--- config.mk ---
export PLATFORM = sky130hd
export DESIGN_NAME = min_tracking_stack
export DESIGN_NICKNAME = d
export VERILOG_FILES = /design/src/rtl/mts_pkg.sv /design/src/rtl/mts_ctrl.sv /design/src/rtl/mts_datapath.sv /design/src/rtl/min_tracking_stack.sv
export VERILOG_INCLUDE_DIRS = /design/src /design/src/rtl
export SDC_FILE = /design/constraint.sdc
export NUM_CORES = 2
export LEC_CHECK = 0
export ABC_AREA = 1
export CORE_UTILIZATION = 48
export CTS_CLUSTER_SIZE = 40
export DETAILED_ROUTE_END_ITERATION = 8
export DONT_BUFFER_PORTS = 1
export HOLD_SLACK_MARGIN = 0.08
export PLACE_DENSITY = 0.62
export SKIP_LAST_GASP = 1
export SLEW_MARGIN = 20
export SYNTH_ARGS = -nofsm -noshare
export SYNTH_HDL_FRONTEND = slang
export SYNTH_HIERARCHICAL = 1
export SYNTH_SLANG_ARGS = --single-unit
export TNS_END_PERCENT = 100
--- constraint.sdc ---
create_clock -name clk -period 9 [get_ports clk]
set_input_delay 1.35 -clock clk [delete_from_list [all_inputs] [get_ports clk]]
set_output_delay 1.35 -clock clk [all_outputs]
set_load 0.02 [all_outputs]
--- src/rtl/assert_macros.svh ---
// assertion macros shared by the min tracking stack modules
// no dependencies; included by files that carry concurrent assertions
`ifndef ASSERT_MACROS_SVH
`define ASSERT_MACROS_SVH

// property must hold at every clock edge outside reset
`define MTS_ASSERT(lbl, clk, rst_n, prop, msg) \
    lbl: assert property (@(posedge clk) disable iff (!rst_n) (prop)) else $error(msg);

// expression must never be true outside reset
`define MTS_NEVER(lbl, clk, rst_n, expr, msg) \
    lbl: assert property (@(posedge clk) disable iff (!rst_n) !(expr)) else $error(msg);

`endif

--- src/rtl/mts_pkg.sv ---
// types and codes for the min tracking stack
// no dependencies; used by mts_ctrl, mts_datapath and min_tracking_stack
package mts_pkg;

    localparam logic KIND_PUSH = 1'b0;
    localparam logic KIND_POP  = 1'b1;

    localparam int VALUE_W = 32;
    localparam int FILL_W  = 7;

    typedef enum logic [1:0] {
        ST_OK        = 2'd0,
        ST_OVERFLOW  = 2'd1,
        ST_UNDERFLOW = 2'd2
    } status_t;

    // controller to datapath
    typedef struct packed {
        logic push;   // write new entry, bump count
        logic pop;    // drop count, start read of new top
        logic load;   // take read data into the top cache
    } cmd_t;

    // datapath to controller
    typedef struct packed {
        logic empty;
        logic full;
        logic deep;   // two or more entries held
    } flags_t;

endpackage

--- src/rtl/mts_ctrl.sv ---
// controller state machine for the min tracking stack
// depends on mts_pkg and assert_macros.svh
`include "assert_macros.svh"

module mts_ctrl
(
    input  logic            clk,
    input  logic            rst_n,
    input  logic            start,
    input  logic            kind,
    input  mts_pkg::flags_t flags,
    output mts_pkg::cmd_t   cmd,
    output logic            busy,
    output logic            done,
    output logic [1:0]      status
);

    typedef enum logic {
        S_IDLE,
        S_POP_LOAD
    } state_t;

    state_t           state_reg;
    state_t           state_next;
    logic             done_reg;
    logic             done_next;
    mts_pkg::status_t status_reg;
    mts_pkg::status_t status_next;
    logic             accept;

    assign accept = start && (state_reg == S_IDLE);

    always_comb
    begin
        state_next  = state_reg;
        done_next   = 1'b0;
        status_next = status_reg;
        cmd         = '0;
        case (state_reg)
            S_IDLE:
            begin
                if (accept)
                begin
                    status_next = mts_pkg::ST_OK;
                    done_next   = 1'b1;
                    if (kind == mts_pkg::KIND_PUSH)
                    begin
                        if (flags.full)
                            status_next = mts_pkg::ST_OVERFLOW;
                        else
                            cmd.push = 1'b1;
                    end
                    else
                    begin
                        if (flags.empty)
                            status_next = mts_pkg::ST_UNDERFLOW;
                        else
                        begin
                            cmd.pop = 1'b1;
                            // new top lives in memory, wait for the read
                            if (flags.deep)
                            begin
                                done_next  = 1'b0;
                                state_next = S_POP_LOAD;
                            end
                        end
                    end
                end
            end
            S_POP_LOAD:
            begin
                cmd.load   = 1'b1;
                done_next  = 1'b1;
                state_next = S_IDLE;
            end
            default:
            begin
                state_next = S_IDLE;
            end
        endcase
    end

    always_ff @(posedge clk or negedge rst_n)
    begin
        if (!rst_n)
        begin
            state_reg  <= S_IDLE;
            done_reg   <= 1'b0;
            status_reg <= mts_pkg::ST_OK;
        end
        else
        begin
            state_reg  <= state_next;
            done_reg   <= done_next;
            status_reg <= status_next;
        end
    end

    assign busy   = (state_reg != S_IDLE);
    assign done   = done_reg;
    assign status = status_reg;

    `MTS_ASSERT(a_quick_done, clk, rst_n,
        (accept && !(kind == mts_pkg::KIND_POP && !flags.empty && flags.deep)) |=> done,
        "push or shallow pop did not finish in one cycle")
    `MTS_NEVER(a_done_busy, clk, rst_n, done && busy, "result word shown while busy")
    `MTS_ASSERT(a_overflow, clk, rst_n,
        (accept && kind == mts_pkg::KIND_PUSH && flags.full)
            |=> (status == mts_pkg::ST_OVERFLOW),
        "push on full stack not flagged as overflow")

endmodule

--- src/rtl/mts_datapath.sv ---
// storage and minimum tracking datapath for the min tracking stack
// depends on mts_pkg and assert_macros.svh
`include "assert_macros.svh"

module mts_datapath
#(
    parameter int STACK_DEPTH = 64
)
(
    input  logic                                  clk,
    input  logic                                  rst_n,
    input  logic signed [mts_pkg::VALUE_W-1:0]    value,
    input  mts_pkg::cmd_t                         cmd,
    output mts_pkg::flags_t                       flags,
    output logic signed [mts_pkg::VALUE_W-1:0]    top_value,
    output logic signed [mts_pkg::VALUE_W-1:0]    min_value,
    output logic [mts_pkg::FILL_W-1:0]            fill_count,
    output logic                                  is_empty
);

    localparam int CNT_W  = $clog2(STACK_DEPTH + 1);
    localparam int ADDR_W = (STACK_DEPTH > 1) ? $clog2(STACK_DEPTH) : 1;
    localparam int ENT_W  = 2 * mts_pkg::VALUE_W;

    // each entry holds {value, minimum of it and everything below}
    logic [ENT_W-1:0] mem [STACK_DEPTH];
    logic [ENT_W-1:0] rd_data_reg;

    logic [CNT_W-1:0]                      count_reg;
    logic [CNT_W-1:0]                      count_next;
    logic signed [mts_pkg::VALUE_W-1:0]    top_val_reg;
    logic signed [mts_pkg::VALUE_W-1:0]    top_val_next;
    logic signed [mts_pkg::VALUE_W-1:0]    top_min_reg;
    logic signed [mts_pkg::VALUE_W-1:0]    top_min_next;
    logic signed [mts_pkg::VALUE_W-1:0]    push_min;
    logic [CNT_W-1:0]                      rd_sum;
    logic [ADDR_W-1:0]                     wr_addr;
    logic [ADDR_W-1:0]                     rd_addr;
    logic [CNT_W:0]                        count_ext;
    logic [CNT_W+mts_pkg::FILL_W-1:0]      count_wide;

    assign count_ext = (CNT_W + 1)'(count_reg);
    assign flags.empty = (count_reg == '0);
    assign flags.full  = (count_ext == (CNT_W + 1)'(STACK_DEPTH));
    assign flags.deep  = (count_ext >= (CNT_W + 1)'(2));

    assign wr_addr = count_reg[ADDR_W-1:0];
    assign rd_sum  = count_reg - CNT_W'(2);
    assign rd_addr = rd_sum[ADDR_W-1:0];

    assign push_min = (flags.empty || (value < top_min_reg)) ? value : top_min_reg;

    always_comb
    begin
        count_next   = count_reg;
        top_val_next = top_val_reg;
        top_min_next = top_min_reg;
        if (cmd.push)
        begin
            count_next   = count_reg + CNT_W'(1);
            top_val_next = value;
            top_min_next = push_min;
        end
        else if (cmd.pop)
        begin
            count_next = count_reg - CNT_W'(1);
        end
        if (cmd.load)
        begin
            top_val_next = rd_data_reg[ENT_W-1:mts_pkg::VALUE_W];
            top_min_next = rd_data_reg[mts_pkg::VALUE_W-1:0];
        end
    end

    always_ff @(posedge clk or negedge rst_n)
    begin
        if (!rst_n)
            count_reg <= '0;
        else
            count_reg <= count_next;
    end

    always_ff @(posedge clk)
    begin
        top_val_reg <= top_val_next;
        top_min_reg <= top_min_next;
    end

    always_ff @(posedge clk)
    begin
        if (cmd.push)
            mem[wr_addr] <= {value, push_min};
    end

    always_ff @(posedge clk)
    begin
        if (cmd.pop)
            rd_data_reg <= mem[rd_addr];
    end

    assign count_wide = (CNT_W + mts_pkg::FILL_W)'(count_reg);
    assign fill_count = count_wide[mts_pkg::FILL_W-1:0];
    assign is_empty   = flags.empty;
    assign top_value  = flags.empty ? '0 : top_val_reg;
    assign min_value  = flags.empty ? '0 : top_min_reg;

    `MTS_ASSERT(a_count_bound, clk, rst_n,
        count_ext <= (CNT_W + 1)'(STACK_DEPTH), "entry count above stack depth")
    `MTS_NEVER(a_push_full, clk, rst_n, cmd.push && flags.full, "write on a full stack")

endmodule

--- src/rtl/min_tracking_stack.sv ---
// top level of the min tracking stack: bounded stack with running minimum
// depends on mts_pkg, mts_ctrl and mts_datapath
//
//   port group   dir   handshake         payload
//   command      in    start / busy      kind, value
//   result       out   done (1 cycle)    top_value, min_value, fill_count, is_empty, status
//
// a push, a rejected op, or a pop leaving the stack empty keeps busy low,
//   and done pulses on the following cycle
// a pop leaving entries behind waits in the load state for the registered
//   read of the entry memory; busy is high for one cycle
// reset clears the entry count and the controller; the memory needs no clearing pass
// the receiver cannot stall; a new command is taken in the cycle done is high
module min_tracking_stack
#(
    parameter int STACK_DEPTH = 64
)
(
    input  logic                                  clk,
    input  logic                                  rst_n,
    input  logic                                  start,
    output logic                                  busy,
    input  logic                                  kind,
    input  logic signed [mts_pkg::VALUE_W-1:0]    value,
    output logic                                  done,
    output logic signed [mts_pkg::VALUE_W-1:0]    top_value,
    output logic signed [mts_pkg::VALUE_W-1:0]    min_value,
    output logic [mts_pkg::FILL_W-1:0]            fill_count,
    output logic                                  is_empty,
    output logic [1:0]                            status
);

    mts_pkg::cmd_t   cmd;
    mts_pkg::flags_t flags;

    mts_ctrl u_ctrl
    (
        .clk    (clk),
        .rst_n  (rst_n),
        .start  (start),
        .kind   (kind),
        .flags  (flags),
        .cmd    (cmd),
        .busy   (busy),
        .done   (done),
        .status (status)
    );

    mts_datapath
    #(
        .STACK_DEPTH (STACK_DEPTH)
    )
    u_datapath
    (
        .clk        (clk),
        .rst_n      (rst_n),
        .value      (value),
        .cmd        (cmd),
        .flags      (flags),
        .top_value  (top_value),
        .min_value  (min_value),
        .fill_count (fill_count),
        .is_empty   (is_empty)
    );

endmodule

# Word level (Yosys, flattened, before mapping)
# Memory sizes are Yosys's and may differ from the RTL's. A register that Yosys moved wholly into a read port is not among the register bits.
# Index checks and enable logic that the tools add are counted.
# classes
n_reduce_logical	6
n_bitwise	1
n_lt_le_gt_ge	2
muxes	31
eq_ne	1
add_sub_neg	3
# op_table
cell	count
32-bit two-way mux	7
32-bit < comparator	1
1-bit two-way mux	16
7-bit two-way mux	2
2-bit two-way mux	4
7-bit by 1-bit adder with 7-bit output, second input constant	1
7-bit equality test, second input constant	1
7-bit by 2-bit greater-or-equal comparator with 1-bit output, second input constant	1
7-bit logical NOT	1
7-bit by 1-bit subtractor with 7-bit output, second input constant	1
6-bit by 2-bit subtractor with 6-bit output, second input constant	1
1-bit one-hot mux with 2 select lines	2
2-bit nonzero test	2
2-bit AND reduction	1
1-bit logical AND	1
1-bit logical OR	1
1-bit NOT	1
# word_totals
n_memories	1
in_bits	36
wordCells	51
ram_bits	4096
output_inout_bits	76
regBits	75
# mem_list
name	words	word_bits	rd	rd_clocked_by_memory_dff	write_ports	line_no	source
u_datapath.mem	64	64	1	1	1	mts_datapath.sv:26	logic [ENT_W-1:0] mem [STACK_DEPTH];

# Depth between registers and ports, before layout
# logic_depth
depth_word	7
ltp_mapped	18
depth_no_buf	17

# Hierarchy
# The synthesis kept the hierarchy.
# modules_own_cells
module	cells_per_inst	area_each_um2	n_inst
mts_datapath	11349	166452.1	1
mts_ctrl	24	185.2	1

# Worst setup path after synthesis
# No wires, ideal clock.
# synth_timing
kind	input-to-reg
start	input port start
end	memory u_datapath/mem[33][0] (netlist bit), enable pin
arrival_ps	4882
slack_ps	3632
path_stages	5
cell_sequence	nand2_2 > nor3_1 > clkbuf_1 > nand3_1 > nor2_1
# synth_lines
item	line_no	source
start, declared	min_tracking_stack.sv:21	input logic start,
end, declared	mts_datapath.sv:26	

# Worst setup path in the final report
# layout_timing
start	register u_datapath.count_reg[1], in the netlist u_datapath/fill_count[1]
end	output port top_value[4] (netlist bit)
# layout_between
elab_chain_len	2
# layout_lines
item	line_no	source
start, declared	mts_datapath.sv:29	logic [CNT_W-1:0] count_reg;
start signal, assigned	mts_datapath.sv:80	count_reg <= count_next;
7-bit logical NOT	mts_datapath.sv:43	assign flags.empty = (count_reg == '0);
named net is_empty	min_tracking_stack.sv:29	output logic is_empty,
32-bit two-way mux	mts_datapath.sv:104	assign top_value = flags.empty ? '0 : top_val_reg;
end, declared	min_tracking_stack.sv:26	output logic signed [mts_pkg::VALUE_W-1:0] top_value,
# The timed path passes the listed nets, and every way through them passes these cells.

==> flow_summary.json <==
{
  "place_congestion": 0.870,
  "cp.arrival_ns": 4.44,
  "dieWidth_um": 591,
  "p_comb_share_pct": 36.3,
  "clkTransAtPathRegs_ns": 0.06,
  "p_leak_nw": 58.6,
  "timing.rr.start": "u_datapath/fill_count[1]",
  "worst_slew_pin_slew_ns": 1.25,
  "setup_viol": 0,
  "start_util_pct": 48.4,
  "p_sw_share_pct": 38.8,
  "yosys-top-cells-count": "edfxtp_1, nor2_1, o21ai_0, clkbuf_1",
  "cts_root_buf": "clkbuf_16",
  "worstPathRequired_ns": 7.65,
  "drtIter0Drc": 17600,
  "antenna_found_initial": 26,
  "ir_worst_vdd_mv": 0.875,
  "internal_power_mw": 40.9,
  "cts_num_sinks": 4235,
  "syn_nets": 11500,
  "reg2reg_slack_ns": 3.64,
  "ant_nets": 0,
  "finClkSkew_ns": 0.0532,
  "io_buffers": 0,
  "post-route-drc-count": 0,
  "cts_tree": "yes",
  "min_path_type": "input port to flip-flop",
  "finalCritPeriodShare_pct": 64.3,
  "min_period_ns": 5.79,
  "yosysTopAreaCell": "edfxtp_1",
  "cts_made_buffers": 428,
  "outcome": "complete, no violations",
  "clk_path_buf_depth": 4,
  "synth_edf_count": 4224,
  "crit_path_start_kind": "flip-flop",
  "p_switching_mw": 25.9,
  "grt_setup_unrepaired": "false",
  "ys_warn_count": 6,
  "clk_latency_ns": 1.01,
  "power_density_nw_per_um2": 360,
  "syn_to_final_growth_pct": 11.4,
  "synthTopCellsByArea": "edfxtp_1, nor2_1, o21ai_0",
  "postLayoutCoreUtil_pct": 53.9,
  "synth.top_cell.area_share_pct": 76.1,
  "async_flop_share_pct": 0.260,
  "h-tree-depth": 5,
  "r2r_cells": 10,
  "core_um2": 344000,
  "r2r-end": "u_datapath/mem[2][33]",
  "final_cell_count_no_fill": 16100,
  "clkPwrFrac_pct": 26.6,
  "fmax_ghz": 0.173,
  "grt_max_degree": 225,
  "first_pass_iters": 7,
  "total_power_mw": 66.8,
  "holdWs_ns": 0.438,
  "rows": 215,
  "drv_cap": 0,
  "grt_pass1_vias": 100000,
  "final_hold_viol_count": 0,
  "fin_nets": 11300,
  "wl_per_cell_um": 34.4,
  "syn_area_um2": 167000,
  "grt_util_all_layers_pct": 31.0,
  "cp_max_fo": 75,
  "critPathKind": "flip-flop to primary output",
  "end_kind": "primary output",
  "maxSlewHeadroom_pct": 16.9,
  "vias_per_cell": 6.63,
  "die-area_um2": 350000,
  "largest_reg_flops": 4096,
  "vias": 107000,
  "yosysMostFrequentCell": "edfxtp_1",
  "netlist_instances": 11400,
  "crit_end": "top_value[4]",
  "overflow": 0,
  "timing.final.max_slew_violations": 0,
  "syn_area_per_cell_um2": 14.7,
  "drt_wl_total_um": 554000,
  "finalSetupTns_ns": 0,
  "synth_cell_types": 33,
  "dp_cells": 15300,
  "seq_area_frac_synth_pct": 76.3,
  "ys.flop_type": "edfxtp_1",
  "ios": 112,
  "p_seq_share_pct": 37.2,
  "cts_setup_buffers": 0,
  "hpwl_um": 273000,
  "grt_pass1_wl_um": 766000,
  "startpoint": "u_datapath/fill_count[1]",
  "yosys_register_bits": 4235,
  "die_h_um": 591,
  "layout-drive-gt1-share_pct": 8.46
}
==> stage by stage <==
step	worst slack (ns)	instance area [µm²]
final	3.21	186000
after global routing	3.12	186000
after CTS	3.21	186000
after detailed placement	3.81	172000
after global placement	3.82	172000
after floorplan	3.63	167000
==> layout make-up <==
| type | count | area, µm² |
|---|---|---|
| Fill cell | 27300 | 159000 |
| Sequential cell | 4235 | 127000 |
| Multi-Input combinational cell | 6134 | 35700 |
| Clock buffer | 512 | 11100 |
| Tap cell | 4557 | 5700 |
| Clock inverter | 273 | 2750 |
| Timing Repair Buffer | 261 | 2680 |
| Inverter | 128 | 523 |
| Antenna cell | 5 | 12.5 |
==> logic make-up after synthesis <==
logic type               share of synthesized area, %
multiplexers                                     3.08
adder cells (fa/ha/maj)                         0.320
AND/OR/NAND/NOR                                  5.93
AO/OA/AOI/OAI                                    11.7
buffers and inverters                            2.63
flip-flops                                       76.3
XOR/XNOR                                       0.0315
==> layout by cell type, fill, tap and decap left out, types with 3 or more instances in the layout <==
cell        instances
edfxtp_1         4224
nor2_1           1617
o21ai_0          1161
o22ai_1           513
o211ai_1          513
mux2i_1           512
o221ai_1          512
nand3_1           435
clkbuf_16         432
o21ai_1           418
nand2_1           242
buf_4             204
inv_1             121
clkinv_1           96
clkbuf_1           78
clkinv_2           77
nor2_4             65
buf_12             51
bufinv_16          45
ha_1               40
nand4_1            34
clkinvlp_4         22
a21oi_1            17
inv_6              14
and2_1             14
and2_2             14
dfrtp_1             8
clkinv_4            7
clkinv_16           7
diode_2             5
clkinv_8            5
inv_8               5
and2_4              4
buf_16              4
nor3_1              3
dfrtp_4             3
nor2_2              3
==> power by group through the flow <==
stage	logic, mW	clock network [mW]	registers (mW)
2_1_floorplan	15.5	0	25.0
3_3_place_gp	23.2	0	25.2
3_5_place_dp	23.6	0	25.2
4_1_cts	23.7	17.8	24.8
5_1_grt	25.6	18.6	24.9
6_report	24.3	17.8	24.8
==> worst max-delay path, stage by stage (launching register included) <==
cell and delay [ns]:
dfrtp_4 0.71, inv_8 0.52, nand2_1 0.27, nor2_1 0.16
inv_1 0.10, nor3_4 0.14, buf_4 0.31, buf_4 0.77
nor2_1 0.33
==> what timing repair did <==
| action | in CTS | in global routing |
|---|---|---|
| hold endpoints to repair | 11 | 0 |
| hold buffers | 1 | 0 |
| resized for setup | 0 | 0 |
| setup endpoints to repair | 0 | 0 |
==> routing by layer <==
metal	GRT usage [%]	vias to the layer above	routed length (µm)
li1	-	43900	-
met1	41.6	53900	203000
met2	47.6	7468	248000
met3	7.22	1497	69800
met4	15.9	12	33200
met5	0	-	85
==> worst min-delay path by stage <==
stage / startpoint / end / cells past startpoint
final: value[13] / u_datapath/mem[52][45] / 0
after global routing: value[13] / u_datapath/mem[52][45] / 0
after CTS: value[13] / u_datapath/mem[52][45] / 0
after detailed placement: u_datapath/rd_data_reg[2] / u_datapath/top_min_reg[2] / 2
after global placement: u_datapath/rd_data_reg[2] / u_datapath/top_min_reg[2] / 2
after floorplan: u_datapath/rd_data_reg[10] / u_datapath/top_min_reg[10] / 2
(Power assumes the default switching activity.)
